<file path="src/hdl/kbd_xlat_pkg.sv">
// Package: scan code constants and the three character lookup tables.
package kbd_xlat_pkg;

   localparam logic [7:0] SC_SHIFT_DOWN = 8'h70;
   localparam logic [7:0] SC_SHIFT_UP   = 8'hF0;
   localparam logic [7:0] SC_CAPS_ON    = 8'h71;
   localparam logic [7:0] SC_CAPS_OFF   = 8'hF1;
   localparam logic [7:0] SC_CTRL_DOWN  = 8'h74;
   localparam logic [7:0] SC_CTRL_UP    = 8'hF4;
   localparam logic [7:0] SC_MOD_MASK   = 8'h70;
   localparam logic [7:0] SC_RELEASE    = 8'h80;

   typedef enum logic [1:0] {
      TAB_NORMAL,
      TAB_SHIFT,
      TAB_CTRL
   } tab_sel_type;

   // numeric keypad, common to all three tables
   function automatic logic [7:0] keypad_char(input logic [3:0] k);
      logic [7:0] c;
      case (k)
         4'h0: c = 8'h2D;  4'h1: c = 8'h2F;  4'h2: c = 8'h37;  4'h3: c = 8'h38;
         4'h4: c = 8'h39;  4'h5: c = 8'h2A;  4'h6: c = 8'h34;  4'h7: c = 8'h35;
         4'h8: c = 8'h36;  4'h9: c = 8'h2B;  4'hA: c = 8'h31;  4'hB: c = 8'h32;
         4'hC: c = 8'h33;  4'hD: c = 8'h3D;  4'hE: c = 8'h30;  4'hF: c = 8'h2C;
         default: c = 8'h00;
      endcase
      return c;
   endfunction

   function automatic logic [7:0] normal_char(input logic [6:0] i);
      logic [7:0] c;
      case (i)
         7'h01: c = 8'h31;  7'h02: c = 8'h32;  7'h03: c = 8'h33;  7'h04: c = 8'h34;
         7'h05: c = 8'h35;  7'h06: c = 8'h36;  7'h07: c = 8'h37;  7'h08: c = 8'h38;
         7'h09: c = 8'h39;  7'h0A: c = 8'h30;  7'h0B: c = 8'h2D;  7'h0C: c = 8'h5E;
         7'h0D: c = 8'h5C;  7'h0E: c = 8'h08;  7'h0F: c = 8'h09;
         7'h10: c = 8'h71;  7'h11: c = 8'h77;  7'h12: c = 8'h65;  7'h13: c = 8'h72;
         7'h14: c = 8'h74;  7'h15: c = 8'h79;  7'h16: c = 8'h75;  7'h17: c = 8'h69;
         7'h18: c = 8'h6F;  7'h19: c = 8'h70;  7'h1A: c = 8'h40;  7'h1B: c = 8'h5B;
         7'h1C: c = 8'h0A;  7'h1D: c = 8'h61;  7'h1E: c = 8'h73;  7'h1F: c = 8'h64;
         7'h20: c = 8'h66;  7'h21: c = 8'h67;  7'h22: c = 8'h68;  7'h23: c = 8'h6A;
         7'h24: c = 8'h6B;  7'h25: c = 8'h6C;  7'h26: c = 8'h3B;  7'h27: c = 8'h3A;
         7'h28: c = 8'h5D;  7'h29: c = 8'h7A;  7'h2A: c = 8'h78;  7'h2B: c = 8'h63;
         7'h2C: c = 8'h76;  7'h2D: c = 8'h62;  7'h2E: c = 8'h6E;  7'h2F: c = 8'h6D;
         7'h30: c = 8'h2C;  7'h31: c = 8'h2E;  7'h32: c = 8'h2F;  7'h33: c = 8'h5F;
         7'h34: c = 8'h20;  7'h39: c = 8'hFF;
         default: c = (i[6:4] == 3'h4) ? keypad_char(i[3:0]) : 8'h00;
      endcase
      return c;
   endfunction

   function automatic logic [7:0] shift_char(input logic [6:0] i);
      logic [7:0] c;
      case (i)
         7'h01: c = 8'h21;  7'h02: c = 8'h22;  7'h03: c = 8'h23;  7'h04: c = 8'h24;
         7'h05: c = 8'h25;  7'h06: c = 8'h26;  7'h07: c = 8'h27;  7'h08: c = 8'h28;
         7'h09: c = 8'h29;  7'h0B: c = 8'h3D;  7'h0C: c = 8'h60;
         7'h0D: c = 8'h7C;  7'h0E: c = 8'h08;  7'h0F: c = 8'h09;
         7'h10: c = 8'h51;  7'h11: c = 8'h57;  7'h12: c = 8'h45;  7'h13: c = 8'h52;
         7'h14: c = 8'h54;  7'h15: c = 8'h59;  7'h16: c = 8'h55;  7'h17: c = 8'h49;
         7'h18: c = 8'h4F;  7'h19: c = 8'h50;  7'h1A: c = 8'h7E;  7'h1B: c = 8'h7B;
         7'h1C: c = 8'h0A;  7'h1D: c = 8'h41;  7'h1E: c = 8'h53;  7'h1F: c = 8'h44;
         7'h20: c = 8'h46;  7'h21: c = 8'h47;  7'h22: c = 8'h48;  7'h23: c = 8'h4A;
         7'h24: c = 8'h4B;  7'h25: c = 8'h4C;  7'h26: c = 8'h2B;  7'h27: c = 8'h2A;
         7'h28: c = 8'h5D;  7'h29: c = 8'h5A;  7'h2A: c = 8'h58;  7'h2B: c = 8'h43;
         7'h2C: c = 8'h56;  7'h2D: c = 8'h42;  7'h2E: c = 8'h4E;  7'h2F: c = 8'h4D;
         7'h30: c = 8'h3C;  7'h31: c = 8'h3E;  7'h32: c = 8'h3F;  7'h33: c = 8'h5F;
         7'h34: c = 8'h20;  7'h39: c = 8'hFF;
         default: c = (i[6:4] == 3'h4) ? keypad_char(i[3:0]) : 8'h00;
      endcase
      return c;
   endfunction

   function automatic logic [7:0] ctrl_char(input logic [6:0] i);
      logic [7:0] c;
      case (i)
         7'h0E: c = 8'h08;  7'h0F: c = 8'h09;
         7'h10: c = 8'h11;  7'h11: c = 8'h17;  7'h12: c = 8'h05;  7'h13: c = 8'h12;
         7'h14: c = 8'h14;  7'h15: c = 8'h19;  7'h16: c = 8'h15;  7'h17: c = 8'h09;
         7'h18: c = 8'h0F;  7'h19: c = 8'h10;  7'h1A: c = 8'h00;  7'h1B: c = 8'h1B;
         7'h1C: c = 8'h0A;  7'h1D: c = 8'h01;  7'h1E: c = 8'h13;  7'h1F: c = 8'h04;
         7'h20: c = 8'h06;  7'h21: c = 8'h07;  7'h22: c = 8'h08;  7'h23: c = 8'h0A;
         7'h24: c = 8'h0B;  7'h25: c = 8'h0C;  7'h26: c = 8'h1B;  7'h27: c = 8'h1A;
         7'h28: c = 8'h1D;  7'h29: c = 8'h1A;  7'h2A: c = 8'h18;  7'h2B: c = 8'h03;
         7'h2C: c = 8'h16;  7'h2D: c = 8'h02;  7'h2E: c = 8'h0E;  7'h2F: c = 8'h0D;
         default: c = (i[6:4] == 3'h4) ? keypad_char(i[3:0]) : 8'h00;
      endcase
      return c;
   endfunction

endpackage

</file>
<file path="src/hdl/keyboard_scan_code_translator_core.sv">
// Keyboard scan code translator: one scan code beat in, up to two result beats out.
//
// Takes one scan code per beat and returns the translated character, preceded by
// the untranslated code when raw mode is set (tuser high marks that raw beat; tlast
// marks the final beat for the code). Shift, control and caps-lock presses and
// releases update the held flags and yield no character. A code is accepted in
// any cycle in which the one-entry holding register is free or about to drain, so
// one code per cycle is sustained while each code yields at most one result and
// the output is not stalled; a code with a raw beat and a character holds off the
// next until its raw beat moves from the holding to the single result register.
// Raw mode is to be written only while idle; the block does not enforce this.
module keyboard_scan_code_translator_core
   import kbd_xlat_pkg::*;
(
   input  logic       clock,
   input  logic       reset,
   input  logic       req_tvalid,
   output logic       req_tready,
   input  logic [7:0] req_tdata,   // [7:0] scan_code
   output logic       rsp_tvalid,
   input  logic       rsp_tready,
   output logic [7:0] rsp_tdata,   // [7:0] code
   output logic       rsp_tuser,   // [0] is_raw
   output logic       rsp_tlast,
   input  logic       csr_valid,
   output logic       csr_ready,
   input  logic       csr_data     // [0] raw_mode
);

   logic       raw_mode_ff, raw_mode_in;
   logic       shift_ff, shift_in;
   logic       ctrl_ff, ctrl_in;
   logic       caps_ff, caps_in;

   logic       hold_raw_ff, hold_raw_in;
   logic       hold_chr_ff, hold_chr_in;
   logic [7:0] hold_sc_ff, hold_sc_in;
   logic [7:0] hold_ch_ff, hold_ch_in;

   logic       out_valid_ff, out_valid_in;
   logic [7:0] out_code_ff, out_code_in;
   logic       out_raw_ff, out_raw_in;
   logic       out_last_ff, out_last_in;

   logic        accept, out_free, hold_one, hold_empty;
   logic        is_mod, is_rel;
   logic [6:0]  idx;
   logic [7:0]  ch;
   tab_sel_type sel;

   assign csr_ready  = 1'b1;
   assign out_free   = !out_valid_ff || rsp_tready;
   assign hold_empty = !hold_raw_ff && !hold_chr_ff;
   assign hold_one   = hold_raw_ff ^ hold_chr_ff;
   assign req_tready = hold_empty || (out_free && hold_one);
   assign accept     = req_tvalid && req_tready;

   assign rsp_tvalid = out_valid_ff;
   assign rsp_tdata  = out_code_ff;
   assign rsp_tuser  = out_raw_ff;
   assign rsp_tlast  = out_last_ff;

   assign is_mod = (req_tdata & SC_MOD_MASK) == SC_MOD_MASK;
   assign is_rel = (req_tdata & SC_RELEASE) != 8'h00;
   assign idx    = req_tdata[6:0];

   always_comb begin
      if (ctrl_ff) begin
         sel = TAB_CTRL;
      end else if (caps_ff != shift_ff) begin
         sel = TAB_SHIFT;
      end else begin
         sel = TAB_NORMAL;
      end
      ch = 8'h00;
      if (!is_mod && !is_rel) begin
         case (sel)
            TAB_CTRL:  ch = ctrl_char(idx);
            TAB_SHIFT: ch = shift_char(idx);
            default:   ch = normal_char(idx);
         endcase
      end
   end

   always_comb begin
      raw_mode_in  = raw_mode_ff;
      shift_in     = shift_ff;
      ctrl_in      = ctrl_ff;
      caps_in      = caps_ff;
      hold_raw_in  = hold_raw_ff;
      hold_chr_in  = hold_chr_ff;
      hold_sc_in   = hold_sc_ff;
      hold_ch_in   = hold_ch_ff;
      out_valid_in = out_valid_ff;
      out_code_in  = out_code_ff;
      out_raw_in   = out_raw_ff;
      out_last_in  = out_last_ff;

      if (csr_valid) begin
         raw_mode_in = csr_data;
      end

      // drain the holding register, raw beat first
      if (out_free) begin
         if (hold_raw_ff) begin
            out_valid_in = 1'b1;
            out_code_in  = hold_sc_ff;
            out_raw_in   = 1'b1;
            out_last_in  = !hold_chr_ff;
            hold_raw_in  = 1'b0;
         end else if (hold_chr_ff) begin
            out_valid_in = 1'b1;
            out_code_in  = hold_ch_ff;
            out_raw_in   = 1'b0;
            out_last_in  = 1'b1;
            hold_chr_in  = 1'b0;
         end else begin
            out_valid_in = 1'b0;
         end
      end

      if (accept) begin
         hold_raw_in = raw_mode_ff;
         hold_chr_in = ch != 8'h00;
         hold_sc_in  = req_tdata;
         hold_ch_in  = ch;
         case (req_tdata)
            SC_SHIFT_DOWN: shift_in = 1'b1;
            SC_SHIFT_UP:   shift_in = 1'b0;
            SC_CTRL_DOWN:  ctrl_in  = 1'b1;
            SC_CTRL_UP:    ctrl_in  = 1'b0;
            SC_CAPS_ON:    caps_in  = 1'b1;
            SC_CAPS_OFF:   caps_in  = 1'b0;
            default: ;
         endcase
      end
   end

   always_ff @(posedge clock) begin
      if (reset) begin
         raw_mode_ff  <= 1'b0;
         shift_ff     <= 1'b0;
         ctrl_ff      <= 1'b0;
         caps_ff      <= 1'b0;
         hold_raw_ff  <= 1'b0;
         hold_chr_ff  <= 1'b0;
         out_valid_ff <= 1'b0;
      end else begin
         raw_mode_ff  <= raw_mode_in;
         shift_ff     <= shift_in;
         ctrl_ff      <= ctrl_in;
         caps_ff      <= caps_in;
         hold_raw_ff  <= hold_raw_in;
         hold_chr_ff  <= hold_chr_in;
         out_valid_ff <= out_valid_in;
      end
   end

   always_ff @(posedge clock) begin
      hold_sc_ff  <= hold_sc_in;
      hold_ch_ff  <= hold_ch_in;
      out_code_ff <= out_code_in;
      out_raw_ff  <= out_raw_in;
      out_last_ff <= out_last_in;
   end

endmodule

</file>
<file path="config.mk">
export PLATFORM = sky130hd
export DESIGN_NAME = keyboard_scan_code_translator_core
export DESIGN_NICKNAME = d
export VERILOG_FILES = /design/src/hdl/kbd_xlat_pkg.sv /design/src/hdl/keyboard_scan_code_translator_core.sv
export SDC_FILE = /design/constraint.sdc
export NUM_CORES = 1
export LEC_CHECK = 0
export ABC_AREA = 1
export BUFFER_PORTS_ARGS = -buffer_cell sky130_fd_sc_hd__buf_2
export CAP_MARGIN = 20
export CORE_AREA = 2 2 82 84
export CTS_CLUSTER_DIAMETER = 30
export CTS_CLUSTER_SIZE = 30
export DETAILED_ROUTE_END_ITERATION = 8
export DIE_AREA = 0 0 84 86
export GPL_ROUTABILITY_DRIVEN = 0
export PLACE_DENSITY = 0.72
export SYNTH_ARGS = -nofsm -noshare
export SYNTH_HDL_FRONTEND = slang
export SYNTH_SLANG_ARGS = --single-unit
</file>
<file path="constraint.sdc">
create_clock -name clock -period 2.52 [get_ports clock]
set_clock_uncertainty 0.15 [all_clocks]
set_input_delay 0.756 -clock clock [delete_from_list [all_inputs] [get_ports clock]]
set_output_delay 0.756 -clock clock [all_outputs]
set_load 0.02 [all_outputs]
</file>
# Word-level counts from Yosys, hierarchy flattened
# Memories as Yosys holds them, arrays and structs flattened.
# Index checks and enable logic that the tools add are counted.
# word_totals
register_bits	33
mem_bits_ro	240
out_inout_bits	13
wordCells	133
mem_count	3
# memory_table
memory	depth	word_bits	read_ports	rd_ports_with_merged_regs	wr	line	text
(name not given)	16	5	1	0	0	kbd_xlat_pkg.sv:22	case (k)
(name not given)	16	5	1	0	0	kbd_xlat_pkg.sv:22	
(name not given)	16	5	1	0	0	kbd_xlat_pkg.sv:22	
# op_classes
n_eq_ne	65
n_mux	25
bitwise	1
reduce_logical	27
# op_table
cell	n
case mux 8 bit (53 select lines)	1
case mux 8 bit (52 select lines)	1
case mux 8 bit (29 select lines)	1
equality test 7 x 6 -> 1 bit, second input constant	22
equality test 7 x 5 -> 1 bit, second input constant	16
equality test 7 x 4 -> 1 bit, second input constant	8
two-way mux 8 bit	6
equality test 7 x 3 -> 1 bit, second input constant	4
equality test 8 x 7 -> 1 bit, second input constant	3
equality test 8 bit, second input constant	3
case mux 8 bit (2 select lines)	1
equality test 7 x 2 -> 1 bit, second input constant	2
two-way mux 1 bit	11
AND reduction 2 bit	5
nonzero test 2 bit	5
OR reduction 2 bit	5
nonzero test 8 bit	1
equality test 7 x 1 -> 1 bit, second input constant	1
equality test 3 bit, second input constant	2
case mux 1 bit (2 select lines)	3
zero test 1 bit	5
logical AND 1 bit	4
equality test 2 x 1 -> 1 bit, second input constant	1
equality test 2 bit, second input constant	1
other kinds (5)	6

# Logic depth before layout (Yosys ltp)
# depth
ltp_word	8
depth_mapped	19
ltp_nobuf	18

# Worst setup path after synthesis
# Ideal clock, no wire load.
# synth_path
path_type	in2reg
startpoint	input req_tdata[1]
endpoint	register hold_chr_ff
setup_ps	122
arrival_time_ps	2475
path_slack_ps	-227
path_stages	18
path_cell_list	inv_1 > ha_1 > clkbuf_1 > nand3_2 > nand2_1 > nand2_1 > nand2_1 > nor2_4 > nand2_1 > nor2_4 > nand3_2 > nand2_1 > nand3_1 > nand3_1 > nand2_1 > nand2_1 > nor2_1 > a21oi_2
# synth_via
elab_chain_len	7
elab_cells_between_ends	71
# synth_lines
item	line	text
from (decl)	keyboard_scan_code_translator_core.sv:19	input logic [7:0] req_tdata,
memory read (16 x 5 bit) (tied with other cells)	-	
two-way mux 8 bit (tied with other cells)	kbd_xlat_pkg.sv:49	default: c = (i[6:4] == 3'h4) ? keypad_char(i[3:0]) : 8'h00;
case mux 8 bit (53 select lines) (tied with other cells)	kbd_xlat_pkg.sv:34	case (i)
case mux 8 bit (2 select lines) *	keyboard_scan_code_translator_core.sv:77	case (sel)
two-way mux 8 bit *	keyboard_scan_code_translator_core.sv:76	if (!is_mod && !is_rel) begin
nonzero test 8 bit *	keyboard_scan_code_translator_core.sv:124	hold_chr_in = ch != 8'h00;
two-way mux 1 bit *	keyboard_scan_code_translator_core.sv:122	if (accept) begin
to (signal assigned)	keyboard_scan_code_translator_core.sv:154	hold_chr_ff <= hold_chr_in;
to (decl)	keyboard_scan_code_translator_core.sv:36	logic hold_chr_ff, hold_chr_in;
# Mark *: on every way between the ends. The rest lies on a longest branch, timed or not.
# A chain may end at the register's enable or synchronous reset.

# Worst setup path in the final report
# layout_path
startpoint	input req_tdata[0]
endpoint	register hold_chr_ff
# Same word-level chain as after synthesis.

==> reports/qor.csv <==
metric;value;unit
clock-root-buffer;clkbuf_8;
syn_area;0.00338;mm^2
final.min_clock_period;2900;ps
netlist_instances;542;
ys_ff_latch;33;
worst_slew_pin_slew;781;ps
drt_wl_total;15300;um
status;finished with violations;
clk_pin_slew_worst_paths;70;ps
ys_seq_area_share;27.2;%
antennaDiodeCount;0;
switchingPower;0.000633;W
drt_iter0_drc;756;
multi_input_area;0.00270;mm^2
max_freq;0.345;GHz
ant_nets;0;
power.clock.fraction;24.0;%
fin_nets;711;
relSlewSlack;47.7;%
ys_top_cells_by_count;nand2_1, nor2_1, inv_1, nand3_1, a21oi_1;
drc;0;
ir_drop;531;uV
area_growth;56.7;%
start_util;53.8;%
swShare;35.2;%
dp_hpwl;9500;um
avgSynthCellArea;6.24;um^2
grt_pass1_wl;21600;um
grt_max_degree;20;
antenna_found_initial;0;
grt_pass1_vias;4526;
maxCapViolCount;0;
worstPathRequired;2540;ps
pwr_density_cell;339;mW/mm^2
core.rowCount;29;
seq_area;921;um^2
track_usage;38.2;%
ys_warn_count;0;
cts_made_buffers;5;
stdcell_area;0.00530;mm^2
synth-edff-count;26;
synth.area.top_cells;edfxtp_1, nand2_1, nor2_1;
dieWidth;84;um
cts_max_path_buffers;2;
io_pins;27;
num_vias;4869;
syn_nets;564;
worstHoldPathCells;2;
tns;-1460;ps
grt-ovfl-total;0;
setup_violations;7;
violations;negative setup slack;
report.final.slew_viol_count;0;
rr_worst_depth;10;
cts.hold.buffers_added;0;
place_area;0.00442;mm^2
critPathKind;in -> reg;
clock-sinks;33;
vias_per_cell;6.35;
fp.dieArea;0.00722;mm^2
synthArstFlopShare;0;%
ctsHtreeMaxLevel;2;
wire_per_inst;19.9;um
fin_crit_sh;115;%
drive_gt1_share;46.5;%
layout_setup_ws;-377;ps
portBuffers;25;
firstDrtPassIters;6;
synth_top_area_share;23.1;%
p_int;0.00116;W
power_leakage;2.89;nW
endpoint_kind;register;
ys.flop_type;edfxtp_1;
start_kind;input port;
min_path_type;reg -> reg;
chipHeight;86;um
seqPwrFrac;37.7;%
fp.coreArea;0.00628;mm^2
fillers;339;
rsz0062_at_grt;yes;
synth_most_common_cell;nand2_1;
pwr-share-comb;38.3;%
clk_latency;280;ps
finalHoldViolations;0;
cts_tree;yes;
critPathArrivalTime;2920;ps
crit_path_max_fanout;7;
synth_largest_area_cell;edfxtp_1;
ys_types;37;
[per-stage QoR]
stage,power (W),hold slack [ps],util [%],std cells,setup WS [ps]
2_1_floorplan,0.00102,283,-,542,-89.7
3_5_place_dp,0.00122,299,70.4,737,-610
6_report,0.00180,310,84.4,767,-377
3_3_place_gp,0.00120,293,70.4,737,-565
5_1_grt,0.00186,323,84.4,767,-464
4_1_cts,0.00171,312,80.4,760,-44.7
[power by group through the flow]
stage | logic (W) | registers [W] | clock network [W]
4_1_cts | 0.000597 | 0.000678 | 0.000434
6_report | 0.000688 | 0.000677 | 0.000432
2_1_floorplan | 0.000300 | 0.000719 | 0
5_1_grt | 0.000724 | 0.000683 | 0.000455
3_5_place_dp | 0.000527 | 0.000689 | 0
3_3_place_gp | 0.000512 | 0.000688 | 0
[routing by layer]
metal | up-vias | wire length (um) | track usage [%]
li1 | 2059 | - | -
met1 | 2137 | 4940 | 41.4
met2 | 483 | 6740 | 66.1
met5 | - | 0 | 0
met3 | 190 | 1760 | 5.77
met4 | 0 | 1840 | 31.4
[final timing paths]
kind	startpoint	endpoint	slack (ps)
setup / recovery	req_tdata[0]	hold_chr_ff	-380
hold / removal	raw_mode_ff	hold_raw_ff	310
setup reg to reg	ctrl_ff	hold_chr_ff	200
hold reg to reg	raw_mode_ff	hold_raw_ff	310
[cell families after synthesis]
| family | synth area share (%) |
|---|---|
| XOR/XNOR | 0.259 |
| AND/OR/NAND/NOR | 50.5 |
| AO/OA/AOI/OAI | 8.48 |
| flip-flops | 27.2 |
| other | 0.111 |
| buffers and inverters | 10.4 |
| adder cells (fa/ha/maj) | 2.96 |
[what timing repair did]
action / 4_1_cts / 5_1_grt
resized for setup: 105 / 51
buffers inserted: 16 / 7
pin swaps: 59 / 38
endpoints found under the setup margin: 8 / 8
[area by class of cell]
type	instances	share of cell area, %
repair buffers	153	22.8
clock inverters	1	0.0945
flip-flops and latches	33	17.4
inverters	69	4.98
clock buffers	7	1.82
multi-input cells	427	51.1
well taps	77	1.82
[worst max-delay path: stages]
cell	delay, ps
buf_8	110
buf_6	120
ha_4	200
nand3_4	170
buf_4	170
nor2_4	40
nor2_1	120
nand2_1	80
nor2_1	150
nand2_1	120
nor2_4	210
nand3_2	110
nand3_2	100
nand3_2	90
nand2_2	70
nand2_1	50
nor2_1	160
a21oi_2	80
[cells in the final DEF (no fill, tap or decap), types with 11 or more instances in the layout]
cell type  instances
a21oi_1           21
buf_2             23
buf_4            112
buf_6             11
edfxtp_1          26
inv_1             50
inv_2             16
nand2_1          112
nand2_2           33
nand2_4           12
nand3_1           26
nand3_2           25
nand3_4           13
nand4_1           13
nor2_1            68
nor2_2            19
nor2_4            15
nor3_1            12
o21ai_0           12
(Power assumes the default switching activity.)
